[config.mk]
export PLATFORM = sky130hd
export DESIGN_NAME = sliding_window_arq_sender_flat
export DESIGN_NICKNAME = d
export VERILOG_FILES = /design/src/swa_pkg.sv /design/src/swa_ifs.sv /design/src/sliding_window_arq_sender.sv /design/src/swa_cell.sv /design/src/flat_wrapper.sv
export SDC_FILE = /design/constraint.sdc
export NUM_CORES = 1
export LEC_CHECK = 0
export BUFFER_PORTS_ARGS = -buffer_cell sky130_fd_sc_hd__buf_4
export CORE_MARGIN = 5
export CORE_UTILIZATION = 54
export CTS_CLUSTER_SIZE = 20
export DETAILED_ROUTE_END_ITERATION = 10
export PLACE_DENSITY = 0.79
export REMOVE_ABC_BUFFERS = 1
export SLEW_MARGIN = 25
export SYNTH_ARGS = -nofsm -noshare
export SYNTH_HDL_FRONTEND = slang
export SYNTH_SLANG_ARGS = --single-unit
[constraint.sdc]
create_clock -name clk -period 6.4 [get_ports clk]
set_input_delay 1.28 -clock clk [delete_from_list [all_inputs] [get_ports clk]]
set_output_delay 1.28 -clock clk [all_outputs]
set_load 0.1 [all_outputs]
[src/swa_pkg.sv]
// ----------------------------------------------------------------------------
// swa_pkg
// shared types and constants of the selective-repeat sender window
// ----------------------------------------------------------------------------
`default_nettype none

package swa_pkg;

  localparam int WINDOW   = 4;
  localparam int SEQ_W    = 16;
  localparam int AGE_W    = 16;
  localparam int SLOT_W   = (WINDOW > 1) ? $clog2(WINDOW) : 1;
  localparam int CNT_W    = $clog2(WINDOW + 1);
  localparam int PADDR_W  = 3;
  localparam int PDATA_W  = 32;
  localparam int REG_IDX_W = PADDR_W - 2;

  localparam logic [SEQ_W-1:0] TIMEOUT_RESET = SEQ_W'(20000);

  localparam logic OP_TICK = 1'b0;
  localparam logic OP_ACK  = 1'b1;

  localparam logic [REG_IDX_W-1:0] REG_PACKET_TOTAL  = REG_IDX_W'(0);
  localparam logic [REG_IDX_W-1:0] REG_TIMEOUT_TICKS = REG_IDX_W'(1);

  // one window slot, slot k belongs to base + k
  typedef struct packed {
    logic             acked;
    logic [AGE_W-1:0] age;
  } slot_t;

  typedef struct packed {
    logic shift;
    logic mark;
  } cell_ctl_t;

endpackage

`default_nettype wire

[src/swa_ifs.sv]
// ----------------------------------------------------------------------------
// swa channel interfaces
// valid/ready channels for input items and result items
// ----------------------------------------------------------------------------
`default_nettype none

interface swa_in_if;
  import swa_pkg::*;
  logic             valid;
  logic             ready;
  logic             op;
  logic [SEQ_W-1:0] ack_seq;

  modport source (output valid, output op, output ack_seq, input ready);
  modport sink (input valid, input op, input ack_seq, output ready);
endinterface

interface swa_out_if;
  import swa_pkg::*;
  logic             valid;
  logic             ready;
  logic             send_valid;
  logic [SEQ_W-1:0] send_seq;
  logic             is_resend;
  logic             final_packet;
  logic [SEQ_W-1:0] window_base;
  logic             all_done;
  logic             last;

  modport source (
    output valid, output send_valid, output send_seq, output is_resend,
    output final_packet, output window_base, output all_done, output last,
    input ready
  );
  modport sink (
    input valid, input send_valid, input send_seq, input is_resend,
    input final_packet, input window_base, input all_done, input last,
    output ready
  );
endinterface

`default_nettype wire

[src/sliding_window_arq_sender.sv]
// ----------------------------------------------------------------------------
// sliding_window_arq_sender: a tick runs one ring rotation over all slots, then a flush
// an ack slides the window (one slide per cycle), then a flush; scan and flush wait on output stalls
// one item at a time; rst clears window state, timeout_ticks resets to 20000
// ----------------------------------------------------------------------------
`default_nettype none

module sliding_window_arq_sender import swa_pkg::*; (
  input  logic               clk,
  input  logic               rst,
  input  logic               psel,
  input  logic               penable,
  input  logic               pwrite,
  input  logic [PADDR_W-1:0] paddr,
  input  logic [PDATA_W-1:0] pwdata,
  output logic [PDATA_W-1:0] prdata,
  output logic               pready,
  swa_in_if.sink             item,
  swa_out_if.source          result
);

  typedef enum logic [3:0] {
    ST_IDLE  = 4'b0001,
    ST_SCAN  = 4'b0010,
    ST_SLIDE = 4'b0100,
    ST_FLUSH = 4'b1000
  } state_t;

  state_t state;

  logic [SEQ_W-1:0]  packet_total;
  logic [SEQ_W-1:0]  timeout_ticks;
  logic [SEQ_W-1:0]  base_seq;
  logic [SEQ_W-1:0]  next_seq;
  logic [CNT_W-1:0]  outs;
  logic [CNT_W-1:0]  scan_outs;
  logic [SLOT_W-1:0] cnt;

  logic             hold_valid;
  logic [SEQ_W-1:0] hold_seq;
  logic             hold_resend;
  logic             hold_final;

  slot_t     slots [WINDOW];
  cell_ctl_t ctl [WINDOW];
  slot_t     tail_in;

  // register file
  logic                 cfg_wr;
  logic [REG_IDX_W-1:0] reg_idx;

  assign pready  = 1'b1;
  assign cfg_wr  = psel && penable && pwrite && pready;
  assign reg_idx = paddr[PADDR_W-1:2];

  always_ff @(posedge clk) begin
    if (rst) begin
      packet_total  <= '0;
      timeout_ticks <= TIMEOUT_RESET;
    end else if (cfg_wr) begin
      if (reg_idx == REG_PACKET_TOTAL) begin
        packet_total <= pwdata[SEQ_W-1:0];
      end else if (reg_idx == REG_TIMEOUT_TICKS) begin
        timeout_ticks <= pwdata[SEQ_W-1:0];
      end
    end
  end

  always_comb begin
    prdata = '0;
    case (reg_idx)
      REG_PACKET_TOTAL:  prdata = PDATA_W'(packet_total);
      REG_TIMEOUT_TICKS: prdata = PDATA_W'(timeout_ticks);
      default:           prdata = '0;
    endcase
  end

  // handshake and step conditions
  logic             accept;
  logic             out_free;
  logic             scan_step;
  logic             slide_step;
  logic             flush_step;
  logic [SEQ_W-1:0] ack_off;
  logic             ack_hit;

  assign item.ready = (state == ST_IDLE);
  assign accept     = item.valid && item.ready;
  assign out_free   = !result.valid || result.ready;
  assign scan_step  = (state == ST_SCAN) && out_free;
  assign slide_step = (state == ST_SLIDE) && (outs != '0) && slots[0].acked;
  assign flush_step = (state == ST_FLUSH) && out_free;
  assign ack_off    = item.ack_seq - base_seq;
  assign ack_hit    = ack_off < SEQ_W'(outs);

  // head cell processing during the scan
  slot_t            head_next;
  logic             gen;
  logic             gen_resend;
  logic             gen_final;
  logic             issue;
  logic [SEQ_W-1:0] gen_seq;
  logic [SEQ_W-1:0] seq_at;
  logic             in_old;

  assign seq_at = base_seq + SEQ_W'(cnt);
  assign in_old = CNT_W'(cnt) < scan_outs;

  always_comb begin
    head_next  = slots[0];
    gen        = 1'b0;
    gen_resend = 1'b0;
    gen_seq    = '0;
    issue      = 1'b0;
    if (in_old) begin
      if (!slots[0].acked && (seq_at < packet_total)) begin
        if (slots[0].age >= timeout_ticks) begin
          gen            = 1'b1;
          gen_resend     = 1'b1;
          gen_seq        = seq_at;
          head_next.age  = '0;
        end else begin
          head_next.age = slots[0].age + AGE_W'(1);
        end
      end
    end else if (next_seq < packet_total) begin
      gen       = 1'b1;
      gen_seq   = next_seq;
      head_next = '0;
      issue     = 1'b1;
    end
  end

  assign gen_final = (packet_total != '0) && (gen_seq == packet_total - SEQ_W'(1));

  // chain of slot cells, shifts toward slot 0
  assign tail_in = scan_step ? head_next : slot_t'('0);

  for (genvar k = 0; k < WINDOW; k++) begin : g_cell
    assign ctl[k].shift = scan_step || slide_step;
    assign ctl[k].mark  = accept && (item.op == OP_ACK) && ack_hit &&
                          (ack_off[SLOT_W-1:0] == SLOT_W'(k));
    if (k == WINDOW - 1) begin : g_tail
      swa_cell u_cell (.clk(clk), .rst(rst), .ctl(ctl[k]), .nbr(tail_in), .q(slots[k]));
    end else begin : g_body
      swa_cell u_cell (.clk(clk), .rst(rst), .ctl(ctl[k]), .nbr(slots[k+1]), .q(slots[k]));
    end
  end

  // sequencer
  always_ff @(posedge clk) begin
    if (rst) begin
      state     <= ST_IDLE;
      base_seq  <= '0;
      next_seq  <= '0;
      outs      <= '0;
      scan_outs <= '0;
      cnt       <= '0;
    end else begin
      case (state)
        ST_IDLE: begin
          if (accept) begin
            cnt       <= '0;
            scan_outs <= outs;
            state     <= (item.op == OP_ACK) ? ST_SLIDE : ST_SCAN;
          end
        end
        ST_SCAN: begin
          if (scan_step) begin
            cnt <= cnt + SLOT_W'(1);
            if (issue) begin
              next_seq <= next_seq + SEQ_W'(1);
              outs     <= outs + CNT_W'(1);
            end
            if (cnt == SLOT_W'(WINDOW - 1)) begin
              state <= ST_FLUSH;
            end
          end
        end
        ST_SLIDE: begin
          if (slide_step) begin
            base_seq <= base_seq + SEQ_W'(1);
            outs     <= outs - CNT_W'(1);
          end else begin
            state <= ST_FLUSH;
          end
        end
        ST_FLUSH: begin
          if (flush_step) begin
            state <= ST_IDLE;
          end
        end
        default: state <= ST_IDLE;
      endcase
    end
  end

  // one result is held back so the final beat can carry last
  always_ff @(posedge clk) begin
    if (rst) begin
      hold_valid <= 1'b0;
    end else if (scan_step && gen) begin
      hold_valid <= 1'b1;
    end else if (flush_step) begin
      hold_valid <= 1'b0;
    end
  end

  always_ff @(posedge clk) begin
    if (scan_step && gen) begin
      hold_seq    <= gen_seq;
      hold_resend <= gen_resend;
      hold_final  <= gen_final;
    end
  end

  // output register
  always_ff @(posedge clk) begin
    if (rst) begin
      result.valid <= 1'b0;
    end else if ((scan_step && gen && hold_valid) || flush_step) begin
      result.valid <= 1'b1;
    end else if (result.ready) begin
      result.valid <= 1'b0;
    end
  end

  always_ff @(posedge clk) begin
    if ((scan_step && gen && hold_valid) || flush_step) begin
      result.send_valid   <= hold_valid;
      result.send_seq     <= hold_valid ? hold_seq : '0;
      result.is_resend    <= hold_valid && hold_resend;
      result.final_packet <= hold_valid && hold_final;
      result.window_base  <= base_seq;
      result.all_done     <= base_seq >= packet_total;
      result.last         <= flush_step;
    end
  end

`ifndef SYNTH
  a_outs_track: assert property (@(posedge clk) disable iff (rst)
    SEQ_W'(outs) == (next_seq - base_seq))
    else $error("outstanding count out of step with sequence numbers");

  a_outs_bound: assert property (@(posedge clk) disable iff (rst)
    outs <= CNT_W'(WINDOW))
    else $error("window overfilled");

  a_ack_path: assert property (@(posedge clk) disable iff (rst)
    accept && (item.op == OP_ACK) |=> (state == ST_SLIDE) && !hold_valid)
    else $error("ack did not enter slide with empty hold");

  a_flush_last: assert property (@(posedge clk) disable iff (rst)
    flush_step |=> result.valid && result.last)
    else $error("flush did not present a last beat");
`endif

endmodule

`default_nettype wire

[src/swa_cell.sv]
// ----------------------------------------------------------------------------
// swa_cell
// one window slot: takes its right neighbor on a shift, sets acked on a mark
// ----------------------------------------------------------------------------
`default_nettype none

module swa_cell import swa_pkg::*; (
  input  logic      clk,
  input  logic      rst,
  input  cell_ctl_t ctl,
  input  slot_t     nbr,
  output slot_t     q
);

  always_ff @(posedge clk) begin
    if (rst) begin
      q <= '0;
    end else if (ctl.shift) begin
      q <= nbr;
    end else if (ctl.mark) begin
      q.acked <= 1'b1;
    end
  end

endmodule

`default_nettype wire
[src/flat_wrapper.sv]
// flat-port wrapper written by rule: the top's interface ports become plain ports
module sliding_window_arq_sender_flat import swa_pkg::*;
  (clk, rst, psel, penable, pwrite, paddr, pwdata, prdata, pready, item_valid, item_op, item_ack_seq, item_ready, result_valid, result_send_valid, result_send_seq, result_is_resend, result_final_packet, result_window_base, result_all_done, result_last, result_ready);
  swa_in_if item_i ();
  swa_out_if result_i ();
  input  logic clk;
  input  logic rst;
  input  logic psel;
  input  logic penable;
  input  logic pwrite;
  input  logic [PADDR_W-1:0] paddr;
  input  logic [PDATA_W-1:0] pwdata;
  output logic [PDATA_W-1:0] prdata;
  output logic pready;
  input wire logic [$bits(item_i.valid)-1:0] item_valid;
  input wire logic [$bits(item_i.op)-1:0] item_op;
  input wire logic [$bits(item_i.ack_seq)-1:0] item_ack_seq;
  output wire logic [$bits(item_i.ready)-1:0] item_ready;
  output wire logic [$bits(result_i.valid)-1:0] result_valid;
  output wire logic [$bits(result_i.send_valid)-1:0] result_send_valid;
  output wire logic [$bits(result_i.send_seq)-1:0] result_send_seq;
  output wire logic [$bits(result_i.is_resend)-1:0] result_is_resend;
  output wire logic [$bits(result_i.final_packet)-1:0] result_final_packet;
  output wire logic [$bits(result_i.window_base)-1:0] result_window_base;
  output wire logic [$bits(result_i.all_done)-1:0] result_all_done;
  output wire logic [$bits(result_i.last)-1:0] result_last;
  input wire logic [$bits(result_i.ready)-1:0] result_ready;
  assign item_i.valid = item_valid;
  assign item_i.op = item_op;
  assign item_i.ack_seq = item_ack_seq;
  assign item_ready = item_i.ready;
  assign result_valid = result_i.valid;
  assign result_send_valid = result_i.send_valid;
  assign result_send_seq = result_i.send_seq;
  assign result_is_resend = result_i.is_resend;
  assign result_final_packet = result_i.final_packet;
  assign result_window_base = result_i.window_base;
  assign result_all_done = result_i.all_done;
  assign result_last = result_i.last;
  assign result_i.ready = result_ready;
  sliding_window_arq_sender u_core (.clk(clk), .rst(rst), .psel(psel), .penable(penable), .pwrite(pwrite), .paddr(paddr), .pwdata(pwdata), .prdata(prdata), .pready(pready), .item(item_i), .result(result_i));
endmodule
## Word-level counts from Yosys, hierarchy flattened

Index checks and enable logic that the tools add are counted.

| storage, ports and cells | value |
|---|---|
| register bits after elaboration | 201 |
| bits in latches | 0 |
| RAM bits | 0 |
| memory bits (read-only) | 0 |
| input port bits | 59 |
| output and inout bits | 72 |
| word-level logic and storage cells | 145 |
| memories | 0 |

| operators by class | value |
|---|---|
| $add $sub $neg | 9 |
| multiply operators | 0 |
| div/mod/pow operators | 0 |
| magnitude comparators | 6 |
| equal/unequal tests | 16 |
| shifts and indexed selects | 0 |
| muxes and demuxes | 42 |
| bitwise operators | 1 |
| reduce and logical (&&, ||, !) cells | 43 |

Operator list:

| kind | count |
|---|---|
| 16-bit 2-to-1 mux | 7 |
| 32-bit one-hot mux with 2 select lines | 1 |
| 16-bit by 1-bit adder with 16-bit output, second input constant | 3 |
| 17-bit 2-to-1 mux | 2 |
| 16-bit >= comparator | 2 |
| 16-bit less-than comparator | 2 |
| 4-bit 2-to-1 mux | 5 |
| 1-bit logical AND | 19 |
| 1-bit 2-to-1 mux | 18 |
| 16-bit by 2-bit adder with 16-bit output | 1 |
| 16-bit == test | 1 |
| 16-bit by 3-bit less-than comparator with 1-bit output | 1 |
| 4-bit one-hot mux with 4 select lines | 1 |
| 16-bit nonzero test | 1 |
| 2-bit nonzero test | 8 |
| 16-bit by 1-bit subtractor with 16-bit output, second input constant | 1 |
| 16-bit subtractor | 1 |
| 3-bit 2-to-1 mux | 4 |
| 2-bit by 1-bit inequality test with 1-bit output, second input constant | 4 |
| 2-bit AND reduction | 4 |
| 2-bit == test, second input constant | 3 |
| 2-bit inequality test, second input constant | 3 |
| 3-bit one-hot mux with 2 select lines | 1 |
| 3-bit AND reduction | 2 |
| other kinds (18) | 22 |

## Logic depth before layout (Yosys ltp)

Gate-level depths: netlist of the first run.

| depth | value |
|---|---|
| word-level depth | 9 |
| depth in mapped cells | 20 |
| mapped depth without buffers | 16 |

## Hierarchy

A second synthesis of the first run with hierarchy kept.

| second synthesis, totals | value |
|---|---|
| cell total of the unflattened synthesis | 1290 |
| area, all modules | 11617.4 µm² |

By module, submodules not included:

| module | instances | cells an instance | area an instance (µm²) |
|---|---|---|---|
| sliding_window_arq_sender | 1 | 1066 | 9145.0 |
| swa_cell | 4 | 56 | 618.1 |

## Worst setup path before layout of the first run

Ideal clock, no wire load.

| timing path | value |
|---|---|
| kind | register -> register |
| start point | reg u_core.base_seq[2] |
| end point | reg u_core.result.all_done (enable) |
| arrival | 5.076 ns |
| required time | 6.008 ns |
| path slack | 0.933 ns |
| cell stages (with the launch flop) | 21 |
| path buffers | 4 |
| period minus slack after synthesis | 5.467 ns |
| cell sequence | dfxtp_1 -> clkbuf_1 -> and4_1 -> clkbuf_1 -> and3_1 -> nand2_1 -> nor2_1 -> xnor2_1 -> inv_1 -> ha_1 -> nand4_1 -> nor3_1 -> a32oi_1 -> nand4_1 -> a21oi_2 -> buf_2 -> buf_2 -> nor2_1 -> nor2_1 -> a21oi_1 -> inv_1 |

| on the way | value |
|---|---|
| word-level cells in the longest chain between the ends | 8 |

Ends and longest elaborated chain:

| what | RTL line | RTL |
|---|---|---|
| from (decl) | sliding_window_arq_sender.sv:33 | `logic [SEQ_W-1:0] base_seq;` |
| from (signal assigned) | sliding_window_arq_sender.sv:182 | `base_seq <= base_seq + SEQ_W'(1);` |
| 16-bit by 2-bit adder with 16-bit output | sliding_window_arq_sender.sv:106 | `assign seq_at = base_seq + SEQ_W'(cnt);` |
| 16-bit less-than comparator | sliding_window_arq_sender.sv:116 | `if (!slots[0].acked && (seq_at < packet_total)) begin` |
| 1-bit logical AND | sliding_window_arq_sender.sv:116 |  |
| 1-bit 2-to-1 mux | - |  |
| 1-bit 2-to-1 mux | sliding_window_arq_sender.sv:115 | `if (in_old) begin` |
| 1-bit logical AND (2 in series) | sliding_window_arq_sender.sv:229 | `if ((scan_step && gen && hold_valid) \|\| flush_step) begin` |
| 1-bit logical OR | sliding_window_arq_sender.sv:229 |  |
| to (signal assigned) | sliding_window_arq_sender.sv:235 | `result.all_done <= base_seq >= packet_total;` |
| to (decl) | swa_ifs.sv:32 | `output final_packet, output window_base, output all_done, output last,` |

Every way passes these cells.
A chain may end at the register's enable or synchronous reset.

## Worst setup path after layout of the first run

| timing path | value |
|---|---|
| start point | reg u_core.base_seq[2] |
| end point | reg u_core.result.window_base[14] (enable) |

| on the way | value |
|---|---|
| word-level cells in the longest chain between the ends | 8 |

Ends and longest elaborated chain:

| what | RTL line | RTL |
|---|---|---|
| 16-bit by 2-bit adder with 16-bit output | sliding_window_arq_sender.sv:106 |  |
| 16-bit less-than comparator | sliding_window_arq_sender.sv:116 |  |
| 1-bit logical AND | sliding_window_arq_sender.sv:116 |  |
| 1-bit 2-to-1 mux | - |  |
| 1-bit 2-to-1 mux | sliding_window_arq_sender.sv:115 |  |
| 1-bit logical AND (2 in series) | sliding_window_arq_sender.sv:229 |  |
| 1-bit logical OR | sliding_window_arq_sender.sv:229 |  |
| to (signal assigned) | sliding_window_arq_sender.sv:234 | `result.window_base <= base_seq;` |
| to (decl) | swa_ifs.sv:32 |  |

Every way passes these cells.

==> summary.txt, run 1 <==
Status -> complete, no violations
Hold Crit Class -> reg2reg
Fmax -> 193.2 MHz
Min cycle time layout -> 5.177 ns
Hold Crit Depth -> 2
Worst-Skew Late Latency -> 0.51 ns
Cell Pwr Density -> 253.3 nW/um2
FF+latch count, synth -> 201
Post-Place Cell Area -> 12310 um2
Fillers -> 1799
Layout cells sized above 1 -> 0.1134
CP Class -> reg2reg
Top cells by area, synth -> dfxtp_1, edfxtp_1, ha_1
Launch point of the worst path -> u_core.base_seq[2]
Hold path startpoint -> u_core.g_cell[2].g_body.u_cell.q[13]
Hold path endpoint -> u_core.g_cell[2].g_body.u_cell.q[13]
Synth-to-layout area growth -> 14.06%
Grt met2 use -> 0.3645
Syn avg cell area -> 8.506 um2
Top FF cell, synth -> dfxtp_1
Max clock buf depth -> 3
Die width -> 155.5 um
MaxCap Viol Count -> 0
Antenna viol nets, final -> 0
Reg2reg end -> u_core.result.window_base[14]
CTS tree -> yes
Worst R2R Setup Slack -> 1.22 ns
CTS Root Cell -> clkbuf_16
Most common cell after layout, fill and taps aside -> nand2_1
Fin area -> 13040 um2
Peak VDD IR -> 0.0001809 V
WP data arrival -> 5.37 ns
Cts repair resizes -> 0
Yosys synthesis warning count -> 0
Critical path depth -> 18
H-tree levels -> 1
Post-synth ARST share -> 0
Crit path max-delay family -> simple AND/OR/NAND/NOR gates
Startpoint Class -> flip-flop
First-pass GRT wire length -> 48570 um
Synth top area share -> 0.2557
Post-Route WL -> 30130 um
Final hold violation count -> 0
Via density -> 5.901
Seq/Total Area, Yosys -> 0.4001
Gpl congestion -> 1.014
Leak -> 4.926 nW
Post-synth EDFFs -> 55
DP HPWL -> 22180 um
Met1 usage in global routing -> 0.3607
Setup bufs post-CTS -> 0
DRC Markers -> 0
Largest net degree at the start of global routing -> 97
DRT Pass-1 Iters -> 9
Endpoints failing setup -> 0
Worst R2R Start -> u_core.base_seq[2]
Setup TNS -> 0 ns
Critical-path cell list -> and4_1 -> and3_1 -> nand2_1 -> nor2_1 -> xnor2_1 -> inv_1 -> ha_1 -> nand4_1 -> nor3_1 -> a32oi_1 -> nand4_1 -> a21oi_2 -> nor2_1 -> nor2_1 -> buf_4 -> a21oi_1 -> inv_1 -> buf_12
Synth unique cells -> 78
Crit-path max FO -> 20
Grt total ovfl -> 0
Commonest non-fill, non-tap cells in the layout -> nand2_1, dfxtp_1, a21oi_1
Crit path largest cell delay -> 0.62 ns
Synthesized area -> 11430 um2
Die area -> 24180 um2
Worst endpoint required time -> 6.60 ns
IO Pins -> 131
Max Slew Vio Count -> 0
Final nets -> 1563
Most used cell, CP -> nor2_1
Num rows -> 53
Die Ht -> 155.5 um
Initial Util -> 0.5456
Most used routing layer -> met2
CP bufs+invs -> 4
CTS Hold Bufs -> 0
Total GRT Usage -> 0.2448
Vias in the first global route -> 9304
Core Region -> 20960 um2
Post-Route Skew -> 0.02345 ns
Sink Count -> 201
Vias -> 10060
Slew at the pin closest to its max-slew limit -> 0.9699 ns
Met3 global-route usage -> 0.03588
Port-buffer cells -> 95
Crit end category -> flip-flop
Cell taking the most area after synthesis -> dfxtp_1
Avg WL per Cell -> 17.68 um
Antenna violations before repair -> 0
Antenna diodes -> 0
Reg clk slew, reported paths -> 0.06 ns
Post-Syn Instances -> 1344
Iter 0 DRT Violations -> 815
Pwr Total -> 0.003302 W
Worst R2R Path Depth -> 18
CTS Buf Count -> 21
Slowest stage cell, crit path -> dfxtp_1
Unrepaired setup endpoints after global routing -> no
Final worst path period share -> 0.8089
Slew HR -> 0.3534
==> worst max-delay path by stage <==
stage	to	slack (ns)
2_1_floorplan	u_core.result.all_done	1.15
3_3_place_gp	u_core.result.window_base[15]	1.46
3_5_place_dp	u_core.result.all_done	1.33
4_1_cts	u_core.result.window_base[14]	1.32
5_1_grt	u_core.result.window_base[5]	0.84
6_report	u_core.result.window_base[14]	1.22
==> worst register-to-register path: stages (launching register included) <==
cell and delay (ns):
dfxtp_1 0.62, and4_1 0.39, and3_1 0.27, nand2_1 0.15, nor2_1 0.14, xnor2_1 0.23
inv_1 0.14, ha_1 0.31, nand4_1 0.12, nor3_1 0.07, a32oi_1 0.25, nand4_1 0.40
a21oi_2 0.36, nor2_1 0.07, nor2_1 0.09, buf_4 0.28, a21oi_1 0.13, inv_1 0.59
buf_12 0.25
==> logic make-up after synthesis <==
logic type,count (synthesis),share of synthesized area
other,2,0.0006569
AOI/OAI and AO/OA,322,0.1769
adders and majority gates,90,0.1005
buffers and inverters,143,0.05308
and+or+nand+nor,510,0.2098
xor gates and xnor gates,69,0.05286
DFF,201,0.4001
muxes,7,0.006129
==> metal layers <==
metal  wire, um  vias up
met5          0        -
met4       1170        0
met3       2266       77
met2      12920      395
met1      13770     4731
li1           -     4852
==> synth_stat cells, drive strengths merged (7+ instances only) <==
library cell  number
a22o              13
mux2i              7
nor3              22
a21oi            134
nor2b              7
nand4             26
clkbuf            49
inv               70
nand2b            15
a211oi            11
nand3             31
o21ai             62
buf               24
xnor2             53
o211ai             7
ha                87
nand2            235
a22oi             10
a211o              7
o31ai              7
xor2              16
and3              12
dfxtp            146
and2              22
nor4               7
nor2              91
a21o              16
or3               14
edfxtp            55
==> stage by stage <==
stage | utilization | hold slack (ns) | instances | worst slack [ns]
after floorplan | - | 0.4251 | 1286 | 1.153
after global placement | 0.5874 | 0.4383 | 1666 | 1.456
after detailed placement | 0.5874 | 0.4447 | 1666 | 1.327
after CTS | 0.6222 | 0.4515 | 1704 | 1.316
after global routing | 0.6223 | 0.4719 | 1704 | 0.8414
final | 0.6223 | 0.4500 | 1704 | 1.223
==> state kept, by name, indices dropped and copies added, names as in the netlist, 2 cells and up <==
register                       flops
u_core.base_seq                   16
u_core.cnt                         2
u_core.g_cell.g_body.u_cell.q     51
u_core.g_cell.g_tail.u_cell.q     17
u_core.hold_seq                   16
u_core.next_seq                   16
u_core.outs                        3
u_core.packet_total               16
u_core.result.send_seq            16
u_core.result.window_base         16
u_core.scan_outs                   3
u_core.state                       4
u_core.timeout_ticks              16
==> where the power goes <==
group / internal [W] / total, W / switching (W)
clock: 0.000791 / 0.00130 / 0.000508
combinational: 0.000160 / 0.000629 / 0.000470
sequential: 0.00134 / 0.00137 / 0.0000320
total: 0.00229 / 0.00330 / 0.00101
==> cell type report <==
type	instances	area, um2	share of cell area
Clock inverter	10	157.7	0.01209
Clock buffer	28	571.8	0.04385
Inverter	70	262.8	0.02015
Timing Repair Buffer	105	800.8	0.06141
Sequential cell	201	4574	0.3508
Tap cell	275	344.1	0.02639
Multi-Input combinational cell	1015	6329	0.4853
(Power assumes the default switching activity.)
==> run 2, diff against run 1 <==
Clock period 6.4 ns to 5.1 ns, I/O delays scaled along.
==> run 2 against run 1 <==
Effect of this change:
- hold slack got worse by 0.0014 ns
- clock-buffer cell count fell by 6
- global-route usage up 0.32 points
- cell count up 0.47%
- first-iteration DRC count rose by 18%
- combinational power increased by 27%
- power is 23% higher
==> summary.txt, run 2 (synthesized netlist as in run 1, its figures left out) <==
Status -> complete, no violations
Synth-to-layout area growth -> 14.32%
Endpoints failing setup -> 0 (unchanged)
Most common cell after layout, fill and taps aside -> nand2_1
Finished Layout Cells -> 1712 (+0.47%)
DP HPWL -> 22920 um (+3.3%)
Avg WL per Cell -> 17.99 um (+1.8%)
Worst-Skew Late Latency -> 0.51 ns (about the same)
Commonest non-fill, non-tap cells in the layout -> nand2_1, dfxtp_1, a21oi_1
Sink Count -> 201 (unchanged)
Slew HR -> 0.4101 (+0.05666)
First-pass GRT wire length -> 48730 um (+0.34%)
CP Class -> reg2reg
Post-Route WL -> 30800 um (+2.2%)
Largest net degree at the start of global routing -> 81 (-16%)
Layout cells sized above 1 -> 0.1211 (+0.007720)
Final nets -> 1571 (+0.51%)
Hold Crit Depth -> 2 (unchanged)
Crit path largest cell delay -> 0.69 ns (+0.07 ns)
Reg clk slew, reported paths -> 0.06 ns (about the same)
Cell Pwr Density -> 309.8 nW/um2 (+22%)
Antenna viol nets, final -> 0 (unchanged)
MaxCap Viol Count -> 0 (unchanged)
Die area -> 24180 um2 (unchanged)
Internal power -> 0.002765 W (+21%)
Slowest stage cell, crit path -> nor3_1
Slew at the pin closest to its max-slew limit -> 0.8816 ns (-0.08825 ns)
Gpl congestion -> 0.9707 (-4.2%)
Cts repair resizes -> 0 (unchanged)
Total GRT Usage -> 0.2480 (+0.003202)
Worst endpoint required time -> 5.46 ns (-1.14 ns)
IO Pins -> 131 (unchanged)
Core Region -> 20960 um2 (unchanged)
Setup bufs post-CTS -> 0 (unchanged)
Post-Route Skew -> 0.01589 ns (-0.007559 ns)
Port-buffer cells -> 95 (unchanged)
Peak VDD IR -> 0.0002273 V (+26%)
NetSw -> 0.001284 W (+27%)
Fmax -> 223.6 MHz (+16%)
Min cycle time layout -> 4.472 ns (-0.7047 ns)
Biggest regs -> u_core.g_cell.g_body.u_cell.q: 51 flops, u_core.g_cell.g_tail.u_cell.q: 17 flops
CTS Root Cell -> clkbuf_16
Final hold violation count -> 0 (unchanged)
Vias in the first global route -> 9335 (+0.33%)
Max clock buf depth -> 3 (unchanged)
Via density -> 5.839 (-1.1%)
Iter 0 DRT Violations -> 959 (+18%)
WP data arrival -> 4.84 ns (-0.53 ns)
Worst R2R Path Depth -> 15 (-3)
Leak -> 4.956 nW (+0.62%)
DRC Markers -> 0 (unchanged)
Setup TNS -> 0 ns (unchanged)
CTS Buf Count -> 21 (unchanged)
Hold slack -> 0.4486 ns (-0.001376 ns)
Die width -> 155.5 um (unchanged)
Num rows -> 53 (unchanged)
Pwr Total -> 0.004049 W (+23%)
Sw frac -> 0.3172 (+0.01148)
Antenna diodes -> 0 (unchanged)
CTS Hold Bufs -> 0 (unchanged)
Inst Count DP -> 1673 (+0.42%)
Crit-path max FO -> 7 (-65%)
H-tree levels -> 1 (unchanged)
Unrepaired setup endpoints after global routing -> no
Combinational Power Share -> 0.197 (+0.006)
Final worst path period share -> 0.8769 (+0.06802)
Vias -> 9996 (-0.59%)
Startpoint Class -> flip-flop
Grt total ovfl -> 0 (unchanged)
Die Ht -> 155.5 um (unchanged)
Part of the power in registers -> 0.426 (+0.010)
Antenna violations before repair -> 0 (unchanged)
Hold Crit Class -> reg2reg
Critical-path cell list -> and4_1 -> and3_1 -> nand2_1 -> xnor2_1 -> ha_1 -> nand4_1 -> nor3_1 -> a32oi_1 -> nand4_1 -> buf_4 -> nor3_1 -> nand3_1 -> xnor2_1 -> a22oi_1 -> nor2_1
Initial Util -> 0.5456 (unchanged)
Biggest register -> u_core.g_cell.g_body.u_cell.q
CTS tree -> yes
Max Slew Vio Count -> 0 (unchanged)
Largest register FFs -> 51 (unchanged)
DRT Pass-1 Iters -> 7 (-2)
Clk pwr share -> 0.377 (-0.016)
Crit end category -> flip-flop
-- run 2: changes by cell type in the layout (fill, tap and decap cells not counted), moves of 2 or more --
cell and change:
clkinv_2 +4, clkbuf_1 -5, bufinv_16 -2, clkinv_4 +2, buf_4 +7
-- run 2: final timing paths --
check	start	end	slack [ns]
worst max-delay path	u_core.base_seq[4]	u_core.g_cell[3].g_tail.u_cell.q[11]	0.63
worst min-delay path	u_core.g_cell[2].g_body.u_cell.q[0]	u_core.g_cell[2].g_body.u_cell.q[0]	0.45
worst max register to register	u_core.base_seq[4]	u_core.g_cell[3].g_tail.u_cell.q[11]	0.63
worst min register to register	u_core.g_cell[2].g_body.u_cell.q[0]	u_core.g_cell[2].g_body.u_cell.q[0]	0.45
-- run 2: layout make-up --
type                    instances  area [um2]
repair buffers                113       873.3
inverters                      70       262.8
well taps                     275       344.1
fillers                      1852        7886
clock buffers                  22       539.3
flip-flops and latches        201        4574
clock inverters                16       146.4
multi-input cells            1015        6329
-- run 2: power by group through the flow --
stage / Clock, W / Sequential [W] / Combinational [W]
after global placement: 0 / 0.00176 / 0.000781
after detailed placement: 0 / 0.00176 / 0.000788
after floorplan: 0 / 0.00191 / 0.000423
final: 0.00153 / 0.00172 / 0.000798
after global routing: 0.00161 / 0.00173 / 0.000846
after CTS: 0.00154 / 0.00172 / 0.000792
-- run 2: stage by stage --
| step | worst slack, ns | utilization | cell area [um2] |
|---|---|---|---|
| after floorplan | -0.1471 | - | 11140 |
| after global placement | 0.7037 | 0.5899 | 12360 |
| after detailed placement | 0.6810 | 0.5899 | 12360 |
| after CTS | 0.6636 | 0.6226 | 13050 |
| after global routing | 0.2658 | 0.6237 | 13070 |
| final | 0.6276 | 0.6237 | 13070 |
-- run 2: worst max-delay path: cells and delay by family (launching register included) --
kind | cells | cell delay, ns
AO/OA/AOI/OAI | 2 | 0.41
XOR/XNOR | 2 | 0.66
adder cells (fa/ha/maj) | 1 | 0.34
buffers and inverters | 1 | 0.24
flip-flops | 1 | 0.49
AND/OR/NAND/NOR | 9 | 2.18
-- run 2: layer usage --
layer / global-route usage / share of wire / vias to the layer above
met4: 0.07128 / 0.023 / 0
met5: 0 / 0 / -
met3: 0.03421 / 0.077 / 44
met2: 0.3903 / 0.45 / 395
met1: 0.3587 / 0.45 / 4695
li1: - / - / 4862
==> run 3, diff against run 2 <==
Settings changed: CELL_PAD_IN_SITES_DETAIL_PLACEMENT from default to 0, CELL_PAD_IN_SITES_GLOBAL_PLACEMENT from default to 1, CORE_UTILIZATION 54 to 45, PLACE_DENSITY 0.79 to 0.85.
==> run 3 against run 2 <==
Effect of this change:
- critical path depth increased by 2
- clock-buffer cell count increased by 5
- combinational power decreased by 1%
- worst setup slack got worse by 0.087 ns
- utilization decreased by 9.6 points
- die area increased by 19%
- global-route usage decreased by 4.6 points
- cell area increased by 1.3%
- sequential share of layout area decreased by 0.45 points
- cell count increased by 3.5%
==> summary.txt, run 3 (synthesized netlist as in run 1, its figures left out) <==
Grt total ovfl -> 0 (unchanged)
Antenna violations before repair -> 1 (+1)
Core Region -> 25110 um2 (+20%)
MaxCap Viol Count -> 0 (unchanged)
Num rows -> 58 (+9.4%)
DRC Markers -> 0 (unchanged)
Iter 0 DRT Violations -> 682 (-29%)
Biggest regs -> u_core.g_cell.g_body.u_cell.q: 51 flops, u_core.g_cell.g_tail.u_cell.q: 17 flops
Unrepaired setup endpoints after global routing -> no
Final Util -> 0.5273 (-0.09635)
Critical-path cell list -> ha_1 -> fa_1 -> nand2_1 -> nor2_1 -> xnor2_1 -> inv_1 -> ha_1 -> nand4_1 -> nor3_1 -> a32oi_1 -> nand4_1 -> a21oi_2 -> buf_12 -> a22o_1 -> xnor2_1 -> a211o_1 -> a2111oi_2
CTS Buf Count -> 23 (+9.5%)
Post-Route WL -> 30050 um (-2.4%)
Area occupied by registers -> 4574 um2 (unchanged)
Dpl ws -> 0.5845 ns (-0.09651 ns)
Biggest register -> u_core.g_cell.g_body.u_cell.q
Startpoint Class -> flip-flop
Antenna diodes -> 0 (unchanged)
Crit-path max FO -> 23 (+16)
Layout cells sized above 1 -> 0.1193 (-0.001807)
Gpl congestion -> 0.9124 (-6.0%)
Final worst path period share -> 0.8939 (+0.01700)
Max Slew Vio Count -> 0 (unchanged)
Area of the multi-input gates -> 6329 um2 (unchanged)
Vias -> 9728 (-2.7%)
Slew at the pin closest to its max-slew limit -> 0.9014 ns (+0.01976 ns)
Hold path startpoint -> u_core.g_cell[2].g_body.u_cell.q[6]
Reg clk slew, reported paths -> 0.06 ns (about the same)
H-tree levels -> 1 (unchanged)
Cts repair resizes -> 0 (unchanged)
Avg WL per Cell -> 16.96 um (-5.7%)
Largest register FFs -> 51 (unchanged)
Most common cell after layout, fill and taps aside -> nand2_1
Worst endpoint required time -> 5.36 ns (-0.10 ns)
Crit end category -> flip-flop
Synth-to-layout area growth -> 15.81%
Fmax -> 219.3 MHz (-1.9%)
Launch point of the worst path -> u_core.cnt[0]
Antenna viol nets, final -> 0 (unchanged)
Slew HR -> 0.3968 (-0.01323)
Post-Route Skew -> 0.01156 ns (-0.004330 ns)
Commonest non-fill, non-tap cells in the layout -> nand2_1, dfxtp_1, a21oi_1
Min cycle time layout -> 4.559 ns (+0.08673 ns)
Final hold violation count -> 0 (unchanged)
Die width -> 169.4 um (+8.9%)
Largest net degree at the start of global routing -> 83 (+2.5%)
DP HPWL -> 22680 um (-1.0%)
CTS tree -> yes
Final setup margin -> 0.5409 ns (-0.08672 ns)
Status -> complete, no violations
Slowest stage cell, crit path -> a2111oi_2
Crit path largest cell delay -> 0.47 ns (-0.22 ns)
Sink Count -> 201 (unchanged)
CP Class -> reg2reg
Leak -> 5.007 nW (+1.0%)
Max clock buf depth -> 3 (unchanged)
Peak VDD IR -> 0.0002325 V (+2.3%)
Vias in the first global route -> 9006 (-3.5%)
Initial Util -> 0.4553 (-0.09026)
Cell Pwr Density -> 318.3 nW/um2 (+2.7%)
Die Ht -> 169.4 um (+8.9%)
Final nets -> 1574 (+0.19%)
Hold Crit Class -> reg2reg
Fillers -> 2418 (+31%)
Worst-Skew Late Latency -> 0.52 ns (about the same)
Setup bufs post-CTS -> 0 (unchanged)
CTS Root Cell -> clkbuf_16
Via density -> 5.490 (-6.0%)
IO Pins -> 131 (unchanged)
WP data arrival -> 4.82 ns (-0.02 ns)
Die area -> 28690 um2 (+19%)
CTS Hold Bufs -> 0 (unchanged)
DRT Pass-1 Iters -> 5 (-2)
First-pass GRT wire length -> 47730 um (-2.1%)
Total GRT Usage -> 0.2022 (-0.04576)
Worst R2R Start -> u_core.cnt[0]
Port-buffer cells -> 95 (unchanged)
Endpoints failing setup -> 0 (unchanged)
[run 3: cell types whose count changed in the layout (fill, tap and decap cells not counted)]
cell        change
clkinv_4        -2
clkbuf_8        -1
bufinv_16       +2
clkinv_2        -3
clkbuf_1        +4
clkinv_1        +3
clkinvlp_4      -2
buf_4           +1
clkbuf_16       +2
inv_16          +1
[run 3: final timing paths]
kind,slack (ns),endpoint,depth (start not counted)
setup / recovery,0.54,u_core.hold_final,17
hold reg to reg,0.45,u_core.g_cell[2].g_body.u_cell.q[6],2
setup reg to reg,0.54,u_core.hold_final,17
hold / removal,0.45,u_core.g_cell[2].g_body.u_cell.q[6],2
[run 3: final cells by class]
| type | instances | area share |
|---|---|---|
| multi-input combinational | 1015 | 0.4780 |
| sequential | 201 | 0.3455 |
| timing repair buffer | 114 | 0.06653 |
| clock buffer | 27 | 0.04460 |
| tap | 330 | 0.03119 |
| inverter | 70 | 0.01985 |
| clock inverter | 15 | 0.01436 |
[run 3: worst max-delay path: cells and delay by family (launching register included)]
kind / cells / cell delay, ns
buffers and inverters: 2 / 0.30
and+or+nand+nor: 5 / 0.72
adders and majority gates: 3 / 1.01
xor gates and xnor gates: 2 / 0.41
AOI/OAI and AO/OA: 5 / 1.48
DFF: 1 / 0.37
[run 3: report_power, final]
part,leakage (nW),internal [W],switching (W)
logic,2.92,0.000201,0.000588
clock network,0.380,0.00104,0.000660
registers,1.71,0.00168,0.0000417
total,5.01,0.00292,0.00129
[run 3: metrics by stage]
stage	hold WS [ns]	total power (W)	TNS [ns]	std cells	area, um2
floorplan	0.4251	0.002330	-5.445	1286	11140
global placement	0.4381	0.002542	0	1730	12460
detailed placement	0.4432	0.002548	0	1730	12460
CTS	0.4514	0.004252	0	1772	13240
global route	0.4619	0.004380	0	1772	13240
finish	0.4489	0.004214	0	1772	13240
[run 3: routing by layer]
layer	track usage	up-vias	wire length (um)
met5	0	-	0
met2	0.3198	264	13270
li1	-	4877	-
met3	0.02679	53	1546
met1	0.2927	4534	14430
met4	0.05495	0	805
